**src/modbus_rtu_answer_checker_unit_defines.svh**
```systemverilog
// Assertion macros shared by the checker RTL.
// Each macro expects clk and rst_n in scope.
`ifndef MODBUS_RTU_ANSWER_CHECKER_UNIT_DEFINES_SVH
`define MODBUS_RTU_ANSWER_CHECKER_UNIT_DEFINES_SVH

// Consequent must hold in the same cycle as the antecedent.
`define MRAC_ASSERT_NOW(lbl, ante, cons, msg) \
    lbl: assert property (@(posedge clk) disable iff (!rst_n) (ante) |-> (cons)) \
        else $error(msg);

// Consequent must hold in the cycle after the antecedent.
`define MRAC_ASSERT_NEXT(lbl, ante, cons, msg) \
    lbl: assert property (@(posedge clk) disable iff (!rst_n) (ante) |=> (cons)) \
        else $error(msg);

`endif

```
**src/mrac_pkg.sv**
```systemverilog
`default_nettype none

package mrac_pkg;

    localparam int MAX_FRAME_DEF = 256;

    localparam int BYTE_W   = 8;
    localparam int CRC_W    = 16;
    localparam int LEN_W    = 9;
    localparam int ERR_W    = 16;
    localparam int STAT_W   = 2;
    localparam int REG_W    = 32;
    localparam int ADDR_W   = 3;

    localparam logic [CRC_W-1:0] CRC_SEED = 16'hFFFF;
    localparam logic [CRC_W-1:0] CRC_POLY = 16'hA001;
    localparam logic [REG_W-1:0] SUPPORTED_RESET = 32'd98430;

    localparam logic [STAT_W-1:0] ST_OK          = 2'd0;
    localparam logic [STAT_W-1:0] ST_CRC_BAD     = 2'd1;
    localparam logic [STAT_W-1:0] ST_EXCEPTION   = 2'd2;
    localparam logic [STAT_W-1:0] ST_UNSUPPORTED = 2'd3;

    // Register index taken from paddr[2]
    localparam logic REG_SUPPORTED_CODES = 1'b0;

    typedef struct packed {
        logic              valid;
        logic [BYTE_W-1:0] data;
        logic              last;
    } in_word_t;

    // Reflected CRC-16 over one byte, eight unrolled shift steps
    function automatic logic [CRC_W-1:0] crc_byte(input logic [CRC_W-1:0] acc,
                                                   input logic [BYTE_W-1:0] b);
        logic [CRC_W-1:0] c;
        logic             lsb;
        c = acc ^ {{(CRC_W-BYTE_W){1'b0}}, b};
        for (int k = 0; k < BYTE_W; k++)
        begin
            lsb = c[0];
            c   = c >> 1;
            if (lsb)
            begin
                c = c ^ CRC_POLY;
            end
        end
        return c;
    endfunction

endpackage

`default_nettype wire

```
**src/mrac_apb_regs.sv**
```systemverilog
`default_nettype none

module mrac_apb_regs (
    input  wire logic                       clk,
    input  wire logic                       rst_n,
    input  wire logic                       psel,
    input  wire logic                       penable,
    input  wire logic                       pwrite,
    input  wire logic [mrac_pkg::ADDR_W-1:0] paddr,
    input  wire logic [mrac_pkg::REG_W-1:0]  pwdata,
    output logic      [mrac_pkg::REG_W-1:0]  prdata,
    output logic                            pready,
    output logic      [mrac_pkg::REG_W-1:0]  supported_codes
);
    import mrac_pkg::*;

    logic [REG_W-1:0] supported_reg;
    logic             wr_en;

    assign pready = 1'b1;
    assign wr_en  = psel && penable && pwrite && pready;

    always_ff @(posedge clk or negedge rst_n)
    begin
        if (!rst_n)
        begin
            supported_reg <= SUPPORTED_RESET;
        end
        else if (wr_en && (paddr[2] == REG_SUPPORTED_CODES))
        begin
            supported_reg <= pwdata;
        end
    end

    // Low address bits select the byte lane only; ignore them
    assign prdata = (paddr[2] == REG_SUPPORTED_CODES) ? supported_reg : '0;
    assign supported_codes = supported_reg;

endmodule

`default_nettype wire

```
**src/mrac_in_stage.sv**
```systemverilog
`default_nettype none

module mrac_in_stage (
    input  wire logic                        clk,
    input  wire logic                        rst_n,
    input  wire logic                        byte_valid,
    output logic                             byte_stall,
    input  wire logic [mrac_pkg::BYTE_W-1:0] data_byte,
    input  wire logic                        last_byte,
    input  wire logic                        consume,
    output mrac_pkg::in_word_t               word
);
    import mrac_pkg::*;

    logic              valid_reg;
    logic [BYTE_W-1:0] data_reg;
    logic              last_reg;

    // Hold the word while the core cannot take it
    assign byte_stall = valid_reg && !consume;

    always_ff @(posedge clk or negedge rst_n)
    begin
        if (!rst_n)
        begin
            valid_reg <= 1'b0;
        end
        else if (!byte_stall)
        begin
            valid_reg <= byte_valid;
        end
    end

    always_ff @(posedge clk)
    begin
        if (byte_valid && !byte_stall)
        begin
            data_reg <= data_byte;
            last_reg <= last_byte;
        end
    end

    assign word.valid = valid_reg;
    assign word.data  = data_reg;
    assign word.last  = last_reg;

endmodule

`default_nettype wire

```
**src/mrac_frame_core.sv**
```systemverilog
`default_nettype none
`include "modbus_rtu_answer_checker_unit_defines.svh"

module mrac_frame_core #(
    parameter int MAX_FRAME = mrac_pkg::MAX_FRAME_DEF
) (
    input  wire logic                        clk,
    input  wire logic                        rst_n,
    input  wire mrac_pkg::in_word_t          word,
    output logic                             consume,
    input  wire logic [mrac_pkg::REG_W-1:0]  supported_codes,
    output logic                             status_valid,
    input  wire logic                        status_stall,
    output logic      [mrac_pkg::STAT_W-1:0] status,
    output logic      [mrac_pkg::BYTE_W-1:0] function_code,
    output logic      [mrac_pkg::LEN_W-1:0]  frame_length,
    output logic      [mrac_pkg::ERR_W-1:0]  error_total
);
    import mrac_pkg::*;

    localparam int CNT_W = $clog2(MAX_FRAME + 1);

    logic [CRC_W-1:0]  crc_reg,   crc_next;
    logic [BYTE_W-1:0] held0_reg, held0_next;
    logic [BYTE_W-1:0] held1_reg, held1_next;
    logic [CNT_W-1:0]  cnt_reg,   cnt_next;
    logic [BYTE_W-1:0] func_reg,  func_next;
    logic [ERR_W-1:0]  err_reg,   err_next;

    logic [CRC_W-1:0]  crc_upd;
    logic [CNT_W-1:0]  cnt_upd;
    logic [BYTE_W-1:0] func_upd;
    logic [STAT_W-1:0] stat_calc;
    logic              out_free;
    logic              finish;

    logic              out_valid_reg;
    logic [STAT_W-1:0] out_stat_reg;
    logic [BYTE_W-1:0] out_func_reg;
    logic [LEN_W-1:0]  out_len_reg;
    logic [ERR_W-1:0]  out_err_reg;

    assign out_free = !out_valid_reg || !status_stall;
    assign consume  = word.valid && (!word.last || out_free);
    assign finish   = consume && word.last;

    always_comb
    begin
        crc_upd  = (cnt_reg >= CNT_W'(2)) ? crc_byte(crc_reg, held0_reg) : crc_reg;
        func_upd = (cnt_reg == CNT_W'(1)) ? word.data : func_reg;
        cnt_upd  = (cnt_reg < CNT_W'(MAX_FRAME)) ? (cnt_reg + CNT_W'(1)) : cnt_reg;

        // Check order: minimum length and CRC, exception flag, code range and supported mask
        if ((cnt_upd < CNT_W'(4)) || (crc_upd[7:0] != held1_reg)
            || (crc_upd[15:8] != word.data))
        begin
            stat_calc = ST_CRC_BAD;
        end
        else if (func_upd[7])
        begin
            stat_calc = ST_EXCEPTION;
        end
        else if ((func_upd[7:5] != 3'd0) || !supported_codes[func_upd[4:0]])
        begin
            stat_calc = ST_UNSUPPORTED;
        end
        else
        begin
            stat_calc = ST_OK;
        end

        crc_next   = crc_reg;
        held0_next = held0_reg;
        held1_next = held1_reg;
        cnt_next   = cnt_reg;
        func_next  = func_reg;
        err_next   = err_reg;
        if (consume)
        begin
            if (word.last)
            begin
                crc_next   = CRC_SEED;
                held0_next = '0;
                held1_next = '0;
                cnt_next   = '0;
                func_next  = '0;
                if (stat_calc != ST_OK)
                begin
                    err_next = err_reg + ERR_W'(1);
                end
            end
            else
            begin
                crc_next   = crc_upd;
                held0_next = held1_reg;
                held1_next = word.data;
                cnt_next   = cnt_upd;
                func_next  = func_upd;
            end
        end
    end

    always_ff @(posedge clk or negedge rst_n)
    begin
        if (!rst_n)
        begin
            crc_reg       <= CRC_SEED;
            held0_reg     <= '0;
            held1_reg     <= '0;
            cnt_reg       <= '0;
            func_reg      <= '0;
            err_reg       <= '0;
            out_valid_reg <= 1'b0;
        end
        else
        begin
            crc_reg   <= crc_next;
            held0_reg <= held0_next;
            held1_reg <= held1_next;
            cnt_reg   <= cnt_next;
            func_reg  <= func_next;
            err_reg   <= err_next;
            if (finish)
            begin
                out_valid_reg <= 1'b1;
            end
            else if (!status_stall)
            begin
                out_valid_reg <= 1'b0;
            end
        end
    end

    always_ff @(posedge clk)
    begin
        if (finish)
        begin
            out_stat_reg <= stat_calc;
            out_func_reg <= func_upd;
            out_len_reg  <= LEN_W'(cnt_upd);
            out_err_reg  <= err_next;
        end
    end

    assign status_valid  = out_valid_reg;
    assign status        = out_stat_reg;
    assign function_code = out_func_reg;
    assign frame_length  = out_len_reg;
    assign error_total   = out_err_reg;

    `MRAC_ASSERT_NEXT(a_final_shows_result, finish, status_valid, "final byte lost its result")
    `MRAC_ASSERT_NEXT(a_frame_state_cleared, finish,
        (cnt_reg == '0) && (crc_reg == CRC_SEED), "frame state not cleared")
    `MRAC_ASSERT_NEXT(a_err_only_on_finish, !finish, $stable(err_reg),
        "error count moved without a frame end")
    `MRAC_ASSERT_NOW(a_short_frame_bad, status_valid && (frame_length < LEN_W'(4)),
        status == ST_CRC_BAD, "short frame not flagged")

endmodule

`default_nettype wire

```
**src/modbus_rtu_answer_checker_unit.sv**
```systemverilog
// A final byte passes the input register, then the status registers.
// Throughput: one byte per cycle unless a held status stalls a final byte,
// set by the unrolled CRC byte network between input and frame state registers.
// Reset: rst_n clears asynchronously; CRC returns to its seed, counts and
// the error total to zero, the supported-code mask to its default.
`default_nettype none

module modbus_rtu_answer_checker_unit #(
    parameter int MAX_FRAME = mrac_pkg::MAX_FRAME_DEF
) (
    input  wire logic                        clk,
    input  wire logic                        rst_n,
    input  wire logic                        psel,
    input  wire logic                        penable,
    input  wire logic                        pwrite,
    input  wire logic [mrac_pkg::ADDR_W-1:0] paddr,
    input  wire logic [mrac_pkg::REG_W-1:0]  pwdata,
    output logic      [mrac_pkg::REG_W-1:0]  prdata,
    output logic                             pready,
    input  wire logic                        byte_valid,
    output logic                             byte_stall,
    input  wire logic [mrac_pkg::BYTE_W-1:0] data_byte,
    input  wire logic                        last_byte,
    output logic                             status_valid,
    input  wire logic                        status_stall,
    output logic      [mrac_pkg::STAT_W-1:0] status,
    output logic      [mrac_pkg::BYTE_W-1:0] function_code,
    output logic      [mrac_pkg::LEN_W-1:0]  frame_length,
    output logic      [mrac_pkg::ERR_W-1:0]  error_total
);
    import mrac_pkg::*;

    logic [REG_W-1:0] supported_codes;
    in_word_t         word;
    logic             consume;

    mrac_apb_regs u_regs (
        .clk             (clk),
        .rst_n           (rst_n),
        .psel            (psel),
        .penable         (penable),
        .pwrite          (pwrite),
        .paddr           (paddr),
        .pwdata          (pwdata),
        .prdata          (prdata),
        .pready          (pready),
        .supported_codes (supported_codes)
    );

    mrac_in_stage u_in (
        .clk        (clk),
        .rst_n      (rst_n),
        .byte_valid (byte_valid),
        .byte_stall (byte_stall),
        .data_byte  (data_byte),
        .last_byte  (last_byte),
        .consume    (consume),
        .word       (word)
    );

    mrac_frame_core #(
        .MAX_FRAME (MAX_FRAME)
    ) u_core (
        .clk             (clk),
        .rst_n           (rst_n),
        .word            (word),
        .consume         (consume),
        .supported_codes (supported_codes),
        .status_valid    (status_valid),
        .status_stall    (status_stall),
        .status          (status),
        .function_code   (function_code),
        .frame_length    (frame_length),
        .error_total     (error_total)
    );

endmodule

`default_nettype wire
```
**config.mk**
```make
export PLATFORM = sky130hd
export DESIGN_NAME = modbus_rtu_answer_checker_unit
export DESIGN_NICKNAME = d
export VERILOG_FILES = /design/src/mrac_pkg.sv /design/src/mrac_apb_regs.sv /design/src/mrac_in_stage.sv /design/src/mrac_frame_core.sv /design/src/modbus_rtu_answer_checker_unit.sv
export VERILOG_INCLUDE_DIRS = /design/src /design/src/src
export SDC_FILE = /design/constraint.sdc
export NUM_CORES = 1
export LEC_CHECK = 0
export CORE_UTILIZATION = 40
export DETAILED_ROUTE_END_ITERATION = 12
export DONT_BUFFER_PORTS = 1
export PLACE_DENSITY = 0.61
export SLEW_MARGIN = 25
export SYNTH_ARGS = -nofsm -noshare
export SYNTH_HDL_FRONTEND = slang
export SYNTH_SLANG_ARGS = --single-unit
```
**constraint.sdc**
```tcl
create_clock -name clk -period 3.1 [get_ports clk]
set_input_delay 0.31 -clock clk [delete_from_list [all_inputs] [get_ports clk]]
set_output_delay 0.31 -clock clk [all_outputs]
set_load 0.05 [all_outputs]
```
==> implementation parameters, run 1 <==
Parameter                              Value

Placement
  Final RePlAce weighted congestion    0.826
  Hpwl dp    roughly 12 mm
  Post-Place Cells    around 850
  Post-DP Area    approximately 0.0076 mm^2
  I/O Buffers    0

Global routing
  Maximum number of pins on one net before global-route repair    100
  Remaining global-route overflow    0
  Number of global-route vias before repair    5,031
  Initial antenna violation count    0
  Overall fraction of global-route tracks in use    0.195
  Wire length of the first global-routing pass    approximately 27 mm

Drt
  Count of routing violations after the opening detailed-route iteration    between 300 and 400
  Count of vias placed by the detailed router    between 4,000 and 5,000
  Number of iterations in the first detailed-routing pass    5
  Routed Antenna Nets    0
  Drc violations    0
  Detailed-route vias per instance    between 5 and 6
  Sum of routed wire length over all layers    ~17 mm
  Detail-routed net length per standard cell    18.6 um

Synthesis
  Number of nets in the synthesized netlist    between 600 and 700
  Cell variety after synth    64
  Library cell with the largest summed area after synthesis    sky130_fd_sc_hd__dfrtp_1
  Post-synthesis sequential element count    around 140
  Fraction of the yosys area taken by sequential cells    0.552
  Main synth FF type    sky130_fd_sc_hd__dfrtp_1
  Post-Synthesis Cell Area    around 0.0069 mm^2
  Area share of the leading cell type in the synthesized netlist    0.270
  Top cells by area in the synthesized netlist    sky130_fd_sc_hd__dfrtp_1 27%, sky130_fd_sc_hd__edfxtp_1 19%, sky130_fd_sc_hd__dfstp_2 9.1%
  Async S/R FF share, synth    0.692
  Post-Syn Area per Cell    11.7 um^2
  Gate count of the mapped netlist    595
  Yosys Warn Count    0
  Number of synthesized flops with an enable pin    44

Timing
  Worst Max-Slew Pin Slew    a little over 1 ns
  Number of failing setup endpoints in the final timing report    31
  Final clock period utilization by the worst path    1.06
  Remaining max-slew budget at the tightest pin    0.314
  Unrepaired setup endpoints after global routing    yes
  Number of hold violations in the final report    0
  Maximum achievable frequency    0.305 GHz
  Worst setup margin    -0.175 ns
  Min Clock Period, post-route    3.27 ns
  Max Slew Vio Count    0
  Worst clock skew on the final layout    0.0126 ns

Finish
  Number of nets in the final layout    approximately 720
  Flip-flop count of the largest register after layout    32
  Area occupied by registers    approximately 0.0038 mm^2
  Multi-input logic area    approximately 0.003 mm^2
  Fillcell total    roughly 1,500
  # diodes    0
  Filler-free cell count of the finished design    between 800 and 900
  Layout cells sized above 1    0.270
  Area growth from synthesis to layout    21.5%
  Final non-filler cell area    approximately 0.0084 mm^2

Clock network
  TritonCTS Sinks    143
  Level count of the clock H-tree    4
  Worst-Skew Late Latency    roughly 0.42 ns
  TritonCTS clock tree    built
  Number of buffers inserted during clock tree synthesis    17
  Clk slew on worst S/H paths    approximately 0.06 ns
  Maximum clock insertion buffer count    2
  Clk root buf    sky130_fd_sc_hd__clkbuf_16

Status
  Violations in the final reports    setup timing
  Outcome    finished, violations left

Worst setup path
  Arrival time reported for the critical path endpoint    around 3.4 ns
  Endpoint required time on the critical path    around 3.3 ns
  Worst Setup End Kind    flip-flop
  Type of the worst setup path    reg -> reg
  Startpoint class of the critical path    flip-flop
  Worst-path maximum fanout    15

Die
  Horizontal die dimension    ~130 um
  Full die area    approximately 0.018 mm^2
  Vert. Die Dim    around 130 um
  Starting Density    0.414
  Cell row count    47
  Io pins    approximately 120
  Core Footprint    around 0.017 mm^2

Power and ir drop
  Leakage Power    3.68 nW
  Power density cells    between 800 and 900 mW/mm^2
  Worst vdd ir    approximately 0.00055 V

Worst hold path
  Class of the tightest hold or removal check    in -> reg

Run
  Number of max-cap violations    0
worst max-delay path, cell delays in order, from the launching register on:
cell,delay (ns)
sky130_fd_sc_hd__dfrtp_1,0.40
sky130_fd_sc_hd__nor4_4,0.27
sky130_fd_sc_hd__buf_4,0.17
sky130_fd_sc_hd__buf_6,0.10
sky130_fd_sc_hd__nand4_1,0.14
sky130_fd_sc_hd__a21boi_4,0.22
sky130_fd_sc_hd__buf_12,0.15
sky130_fd_sc_hd__mux2i_1,0.11
sky130_fd_sc_hd__o2111ai_1,0.21
sky130_fd_sc_hd__a41oi_1,0.15
sky130_fd_sc_hd__a2111o_1,0.51
sky130_fd_sc_hd__nor2_4,0.16
sky130_fd_sc_hd__buf_12,0.16
sky130_fd_sc_hd__nor4bb_1,0.07
sky130_fd_sc_hd__xor2_1,0.16
metal layers:
| metal | part of all wire | up-vias | GRT usage |
|---|---|---|---|
| li1 | - | 2218 | - |
| met1 | 0.47 | 2467 | 0.256 |
| met2 | 0.47 | 144 | 0.312 |
| met3 | 0.045 | 28 | 0.0518 |
| met4 | 0.018 | 0 | 0.0625 |
| met5 | 0 | - | 0 |
stage by stage:
| step | util | power [mW] | hold WS (ns) | TNS, ns | worst slack, ns |
|---|---|---|---|---|---|
| floorplan | - | 4.27 | 0.0144 | 0 | 0.00259 |
| global placement | 0.454 | 4.90 | 0.0199 | -2.32 | -0.152 |
| detailed placement | 0.454 | 4.97 | 0.0201 | -2.80 | -0.226 |
| CTS | 0.500 | 7.02 | 0.0259 | -2.94 | -0.188 |
| global route | 0.503 | 7.38 | 0.0198 | -7.81 | -0.317 |
| finish | 0.503 | 7.06 | 0.0411 | -2.80 | -0.175 |
area by class of cell:
| type | count | area share |
|---|---|---|
| Timing Repair Buffer | 76 | 0.0819 |
| Inverter | 18 | 0.00860 |
| Clock buffer | 29 | 0.0654 |
| Sequential cell | 143 | 0.454 |
| Clock inverter | 3 | 0.00237 |
| Tap cell | 220 | 0.0326 |
| Multi-Input combinational cell | 406 | 0.355 |
cells by family (layout without fill, tap and decap cells):
| group | after synthesis | in the layout | synth area share |
|---|---|---|---|
| AND/OR/NAND/NOR | 212 | 212 | 0.158 |
| adder cells (fa/ha/maj) | 4 | 4 | 0.00721 |
| multiplexers | 70 | 70 | 0.112 |
| XOR/XNOR | 57 | 57 | 0.0779 |
| AO/OA/AOI/OAI | 62 | 62 | 0.0645 |
| flip-flops | 143 | 143 | 0.552 |
| other | 1 | 1 | 0.000540 |
| buffers and inverters | 46 | 126 | 0.0276 |
synth_stat cells (3+ instances only):
master,count
sky130_fd_sc_hd__o22a_1,13
sky130_fd_sc_hd__nor4_1,7
sky130_fd_sc_hd__dfstp_2,24
sky130_fd_sc_hd__dfrtp_1,75
sky130_fd_sc_hd__inv_1,15
sky130_fd_sc_hd__and3_1,5
sky130_fd_sc_hd__mux2i_1,31
sky130_fd_sc_hd__nor3_1,12
sky130_fd_sc_hd__xor2_1,34
sky130_fd_sc_hd__ha_1,4
sky130_fd_sc_hd__nor2_1,21
sky130_fd_sc_hd__a21oi_1,6
sky130_fd_sc_hd__nor2b_1,34
sky130_fd_sc_hd__xnor3_1,3
sky130_fd_sc_hd__xnor2_1,20
sky130_fd_sc_hd__o21ai_0,19
sky130_fd_sc_hd__clkbuf_1,19
sky130_fd_sc_hd__edfxtp_1,44
sky130_fd_sc_hd__buf_4,4
sky130_fd_sc_hd__a22o_1,3
sky130_fd_sc_hd__nand4_1,8
sky130_fd_sc_hd__mux2_2,34
sky130_fd_sc_hd__nand3_1,25
sky130_fd_sc_hd__nand2_1,78
sky130_fd_sc_hd__o31ai_1,3
sky130_fd_sc_hd__nand4b_1,3
where the power goes:
group | internal [mW] | switching, mW | total (mW)
Clock | 1.20 | 0.760 | 1.96
Sequential | 2.35 | 0.404 | 2.75
Combinational | 1.09 | 1.25 | 2.34
final timing paths:
path / startpoint / end / slack [ns] / cells past startpoint
min in group asynchronous: rst_n / u_core.held0_reg[5] / 0.44 / 2
max: u_core.cnt_reg[4] / u_core.error_total[7] / -0.17 / 14
max reg2reg: u_core.cnt_reg[4] / u_core.error_total[7] / -0.17 / 14
max in group asynchronous: rst_n / u_core.crc_reg[6] / 2.20 / 2
min reg2reg: u_core.err_reg[15] / u_core.err_reg[15] / 0.47 / 1
min: pwdata[15] / u_regs.supported_codes[15] / 0.04 / 1
timing repair:
action                                  in CTS  in global routing
hold buffers                                13                  0
endpoints found under the setup margin      32                 33
gates resized for setup                      6                  9
hold endpoints to repair                   110                  0
pin swaps                                    4                  1
buffers inserted                             3                  1
placed cells by master (no fill, tap or decap), types with 8 or more instances in the layout:
cell | netlist | layout
sky130_fd_sc_hd__xor2_1 | 34 | 33
sky130_fd_sc_hd__o21ai_0 | 19 | 19
sky130_fd_sc_hd__dlygate4sd3_1 | 0 | 12
sky130_fd_sc_hd__dfstp_2 | 24 | 24
sky130_fd_sc_hd__buf_4 | 4 | 56
sky130_fd_sc_hd__nand3_1 | 25 | 25
sky130_fd_sc_hd__edfxtp_1 | 44 | 44
sky130_fd_sc_hd__nor2b_1 | 34 | 34
sky130_fd_sc_hd__nand4_1 | 8 | 8
sky130_fd_sc_hd__nor2_1 | 21 | 17
sky130_fd_sc_hd__nand2_1 | 78 | 78
sky130_fd_sc_hd__clkbuf_16 | 0 | 18
sky130_fd_sc_hd__o22a_1 | 13 | 13
sky130_fd_sc_hd__mux2i_1 | 31 | 28
sky130_fd_sc_hd__mux2_2 | 34 | 34
sky130_fd_sc_hd__xnor2_1 | 20 | 20
sky130_fd_sc_hd__nor3_1 | 12 | 12
sky130_fd_sc_hd__inv_1 | 15 | 14
sky130_fd_sc_hd__dfrtp_1 | 75 | 75
Power figures use the tool's default switching activity.
==> inputs of run 2 (changes only) <==
--- a/config.mk
+++ b/config.mk
@@ -7,9 +7,10 @@
 export NUM_CORES = 1
 export LEC_CHECK = 0
 export CORE_UTILIZATION = 40
+export CTS_BUF_LIST = sky130_fd_sc_hd__clkbuf_4 sky130_fd_sc_hd__clkbuf_8 sky130_fd_sc_hd__clkbuf_16
 export DETAILED_ROUTE_END_ITERATION = 12
 export DONT_BUFFER_PORTS = 1
-export PLACE_DENSITY = 0.61
+export PLACE_DENSITY = 0.59
 export SLEW_MARGIN = 25
 export SYNTH_ARGS = -nofsm -noshare
 export SYNTH_HDL_FRONTEND = slang
==> constraint.sdc (replaced) <==
create_clock -name clk -period 3.8 [get_ports clk]
set_input_delay 0.38 -clock clk [delete_from_list [all_inputs] [get_ports clk]]
set_output_delay 0.38 -clock clk [all_outputs]
set_load 0.05 [all_outputs]
==> implementation parameters, run 2 (synthesized netlist as in run 1, its figures left out) <==
Parameter                              Value

Status
  Outcome    finished clean

Placement
  I/O Buffers    0 (unchanged)
  Post-DP Area    0.00723 mm^2 (-4.9%)
  Worst slack at placement    0.232 ns (+0.457 ns)
  Final RePlAce weighted congestion    0.908 (+9.9%)
  Hpwl dp    11.0 mm (-5.0%)

Timing
  Worst clock skew on the final layout    0.00833 ns (-0.00423 ns)
  Number of hold violations in the final report    0 (unchanged)
  Number of failing setup endpoints in the final timing report    0 (-100%)
  Worst setup margin    0.257 ns (+0.432 ns)
  Max Slew Vio Count    0 (unchanged)
  Maximum achievable frequency    0.282 GHz (-7.6%)
  Worst Max-Slew Pin Slew    1.02 ns (-0.00615 ns)
  Min Clock Period, post-route    3.54 ns (+0.268 ns)
  Unrepaired setup endpoints after global routing    no
  Setup TNS after final layout    0 ns (+2.80 ns)
  Remaining max-slew budget at the tightest pin    0.318 (+0.00411)
  Final clock period utilization by the worst path    0.932 (-0.124)

Die
  Horizontal die dimension    134 um (unchanged)
  Core Footprint    0.0168 mm^2 (unchanged)
  Io pins    121 (unchanged)
  Starting Density    0.414 (unchanged)
  Full die area    0.0179 mm^2 (unchanged)
  Cell row count    47 (unchanged)
  Vert. Die Dim    134 um (unchanged)

Worst setup path
  Worst-case reg-to-reg path depth    10 (-4)
  Endpoint required time on the critical path    3.96 ns (+0.71 ns)
  Worst Setup End Kind    flip-flop
  Type of the worst setup path    reg -> reg
  Startpoint class of the critical path    flip-flop
  Worst-path maximum fanout    11 (-4)
  Arrival time reported for the critical path endpoint    3.70 ns (+0.28 ns)

Global routing
  Number of global-route vias before repair    4,712 (-6.3%)
  Maximum number of pins on one net before global-route repair    100 (unchanged)
  Initial antenna violation count    0 (unchanged)
  Overall fraction of global-route tracks in use    0.187 (-0.00720)
  Wire length of the first global-routing pass    25.8 mm (-3.2%)
  Remaining global-route overflow    0 (unchanged)

Clock network
  Number of buffers inserted during clock tree synthesis    17 (unchanged)
  Maximum clock insertion buffer count    2 (unchanged)
  TritonCTS clock tree    built
  Level count of the clock H-tree    4 (unchanged)
  TritonCTS Sinks    143 (unchanged)
  Clk slew on worst S/H paths    0.06 ns (about the same)
  Worst-Skew Late Latency    0.42 ns (about the same)
  Clk root buf    sky130_fd_sc_hd__clkbuf_16

Power and ir drop
  Switching portion of total power    0.347 (+0.00524)
  Power density cells    695 mW/mm^2 (-17%)
  Worst vdd ir    0.000366 V (-33%)
  Combinational cell fraction of total power    0.291 (-0.041)
  Leakage Power    3.41 nW (-7.4%)
  Switching component of the power    1.90 mW (-21%)
  Cell internal pwr    3.57 mW (-23%)
  Clock share of power    0.298 (+0.020)
  Part of the total power dissipated in sequential elements    0.411 (+0.021)

Finish
  Area growth from synthesis to layout    13.5%
  Fillcell total    1,500 (+2.5%)
  # diodes    0 (unchanged)
  Most used cells in the layout excluding fill and tap cells    78 x sky130_fd_sc_hd__nand2_1, 75 x sky130_fd_sc_hd__dfrtp_1, 44 x sky130_fd_sc_hd__edfxtp_1
  Multi-input logic area    0.00293 mm^2 (-2.1%)
  Area occupied by registers    0.00383 mm^2 (unchanged)
  Layout cells sized above 1    0.206 (-0.0635)
  Final non-filler cell area    0.00788 mm^2 (-6.6%)
  Number of nets in the final layout    663 (-7.5%)
  Most common cell after layout, fill and taps aside    sky130_fd_sc_hd__nand2_1
  Flip-flop count of the largest register after layout    32 (unchanged)

Run
  Number of max-cap violations    0 (unchanged)

Worst hold path
  Worst hold path depth    0 (-1)
  Class of the tightest hold or removal check    in -> reg

Drt
  Number of iterations in the first detailed-routing pass    5 (unchanged)
  Detailed-route vias per instance    5.38 (-0.88%)
  Count of routing violations after the opening detailed-route iteration    341 (+7.6%)
  Drc violations    0 (unchanged)
  Routed Antenna Nets    0 (unchanged)
  Count of vias placed by the detailed router    4,524 (-6.9%)
  Sum of routed wire length over all layers    15.7 mm (-5.7%)
  Detail-routed net length per standard cell    18.6 um (+0.33%)
-- run 2: cell types whose count changed in the layout (fill, tap and decap cells not counted), sizes merged --
cell	before	now
clkinv	4	10
clkbuf	29	19
buf	64	21
bufinv	0	2
clkinvlp	1	2
inv	16	17
dlygate4sd3	12	1
-- run 2: worst paths after layout --
kind	startpoint	to	slack (ns)
min in group asynchronous	rst_n	u_in.valid_reg	0.56
min reg2reg	u_core.err_reg[15]	u_core.err_reg[15]	0.46
min	data_byte[2]	u_in.data_reg[2]	0.05
max reg2reg	u_core.cnt_reg[4]	u_core.error_total[3]	0.26
max	u_core.cnt_reg[4]	u_core.error_total[3]	0.26
max in group asynchronous	rst_n	u_regs.supported_codes[15]	2.83
-- run 2: area by class of cell --
cell class,instances,area share
Inverter,18,0.00857
Multi-Input combinational cell,406,0.372
Clock inverter,13,0.0179
Clock buffer,19,0.0567
Sequential cell,143,0.486
Tap cell,220,0.0349
Timing Repair Buffer,22,0.0238
-- run 2: stage by stage --
stage | utilization | hold slack (ns) | std cells | power (mW)
after global routing | 0.470 | 0.0324 | 841 | 5.75
after floorplan | - | 0.0844 | 595 | 3.47
after global placement | 0.432 | 0.0930 | 806 | 3.78
final | 0.470 | 0.0539 | 841 | 5.47
after detailed placement | 0.432 | 0.0927 | 806 | 3.82
after CTS | 0.469 | 0.0376 | 840 | 5.49
-- run 2: critical path, stage by stage (launching register included) --
cell	delay, ns
sky130_fd_sc_hd__dfrtp_1	0.44
sky130_fd_sc_hd__nor4_4	0.44
sky130_fd_sc_hd__and3_1	0.30
sky130_fd_sc_hd__buf_4	0.18
sky130_fd_sc_hd__mux2i_1	0.44
sky130_fd_sc_hd__a41oi_1	0.18
sky130_fd_sc_hd__a2111o_1	0.55
sky130_fd_sc_hd__nor2_4	0.29
sky130_fd_sc_hd__buf_4	0.20
sky130_fd_sc_hd__nor3_1	0.07
sky130_fd_sc_hd__xor2_1	0.17
-- run 2: power by group through the flow --
stage,Combinational [mW],Clock (mW),Sequential (mW)
floorplan,1.29,0,2.18
global placement,1.52,0,2.26
detailed placement,1.55,0,2.27
CTS,1.58,1.66,2.25
global route,1.73,1.73,2.29
finish,1.59,1.63,2.25
-- run 2: timing repair --
| action | CTS | global route |
|---|---|---|
| buffers inserted | 0 | 1 |
| endpoints found under the setup margin | 0 | 6 |
| gates resized for setup | 0 | 3 |
| hold buffers | 2 | 0 |
| endpoints found under the hold margin | 99 | 0 |
-- run 2: layer usage --
metal / vias to the layer above / track usage / share of wire
met5: - / 0 / 0
met4: 0 / 0.0657 / 0.020
met3: 25 / 0.0502 / 0.050
met1: 2243 / 0.243 / 0.45
li1: 2124 / - / -
met2: 132 / 0.302 / 0.48
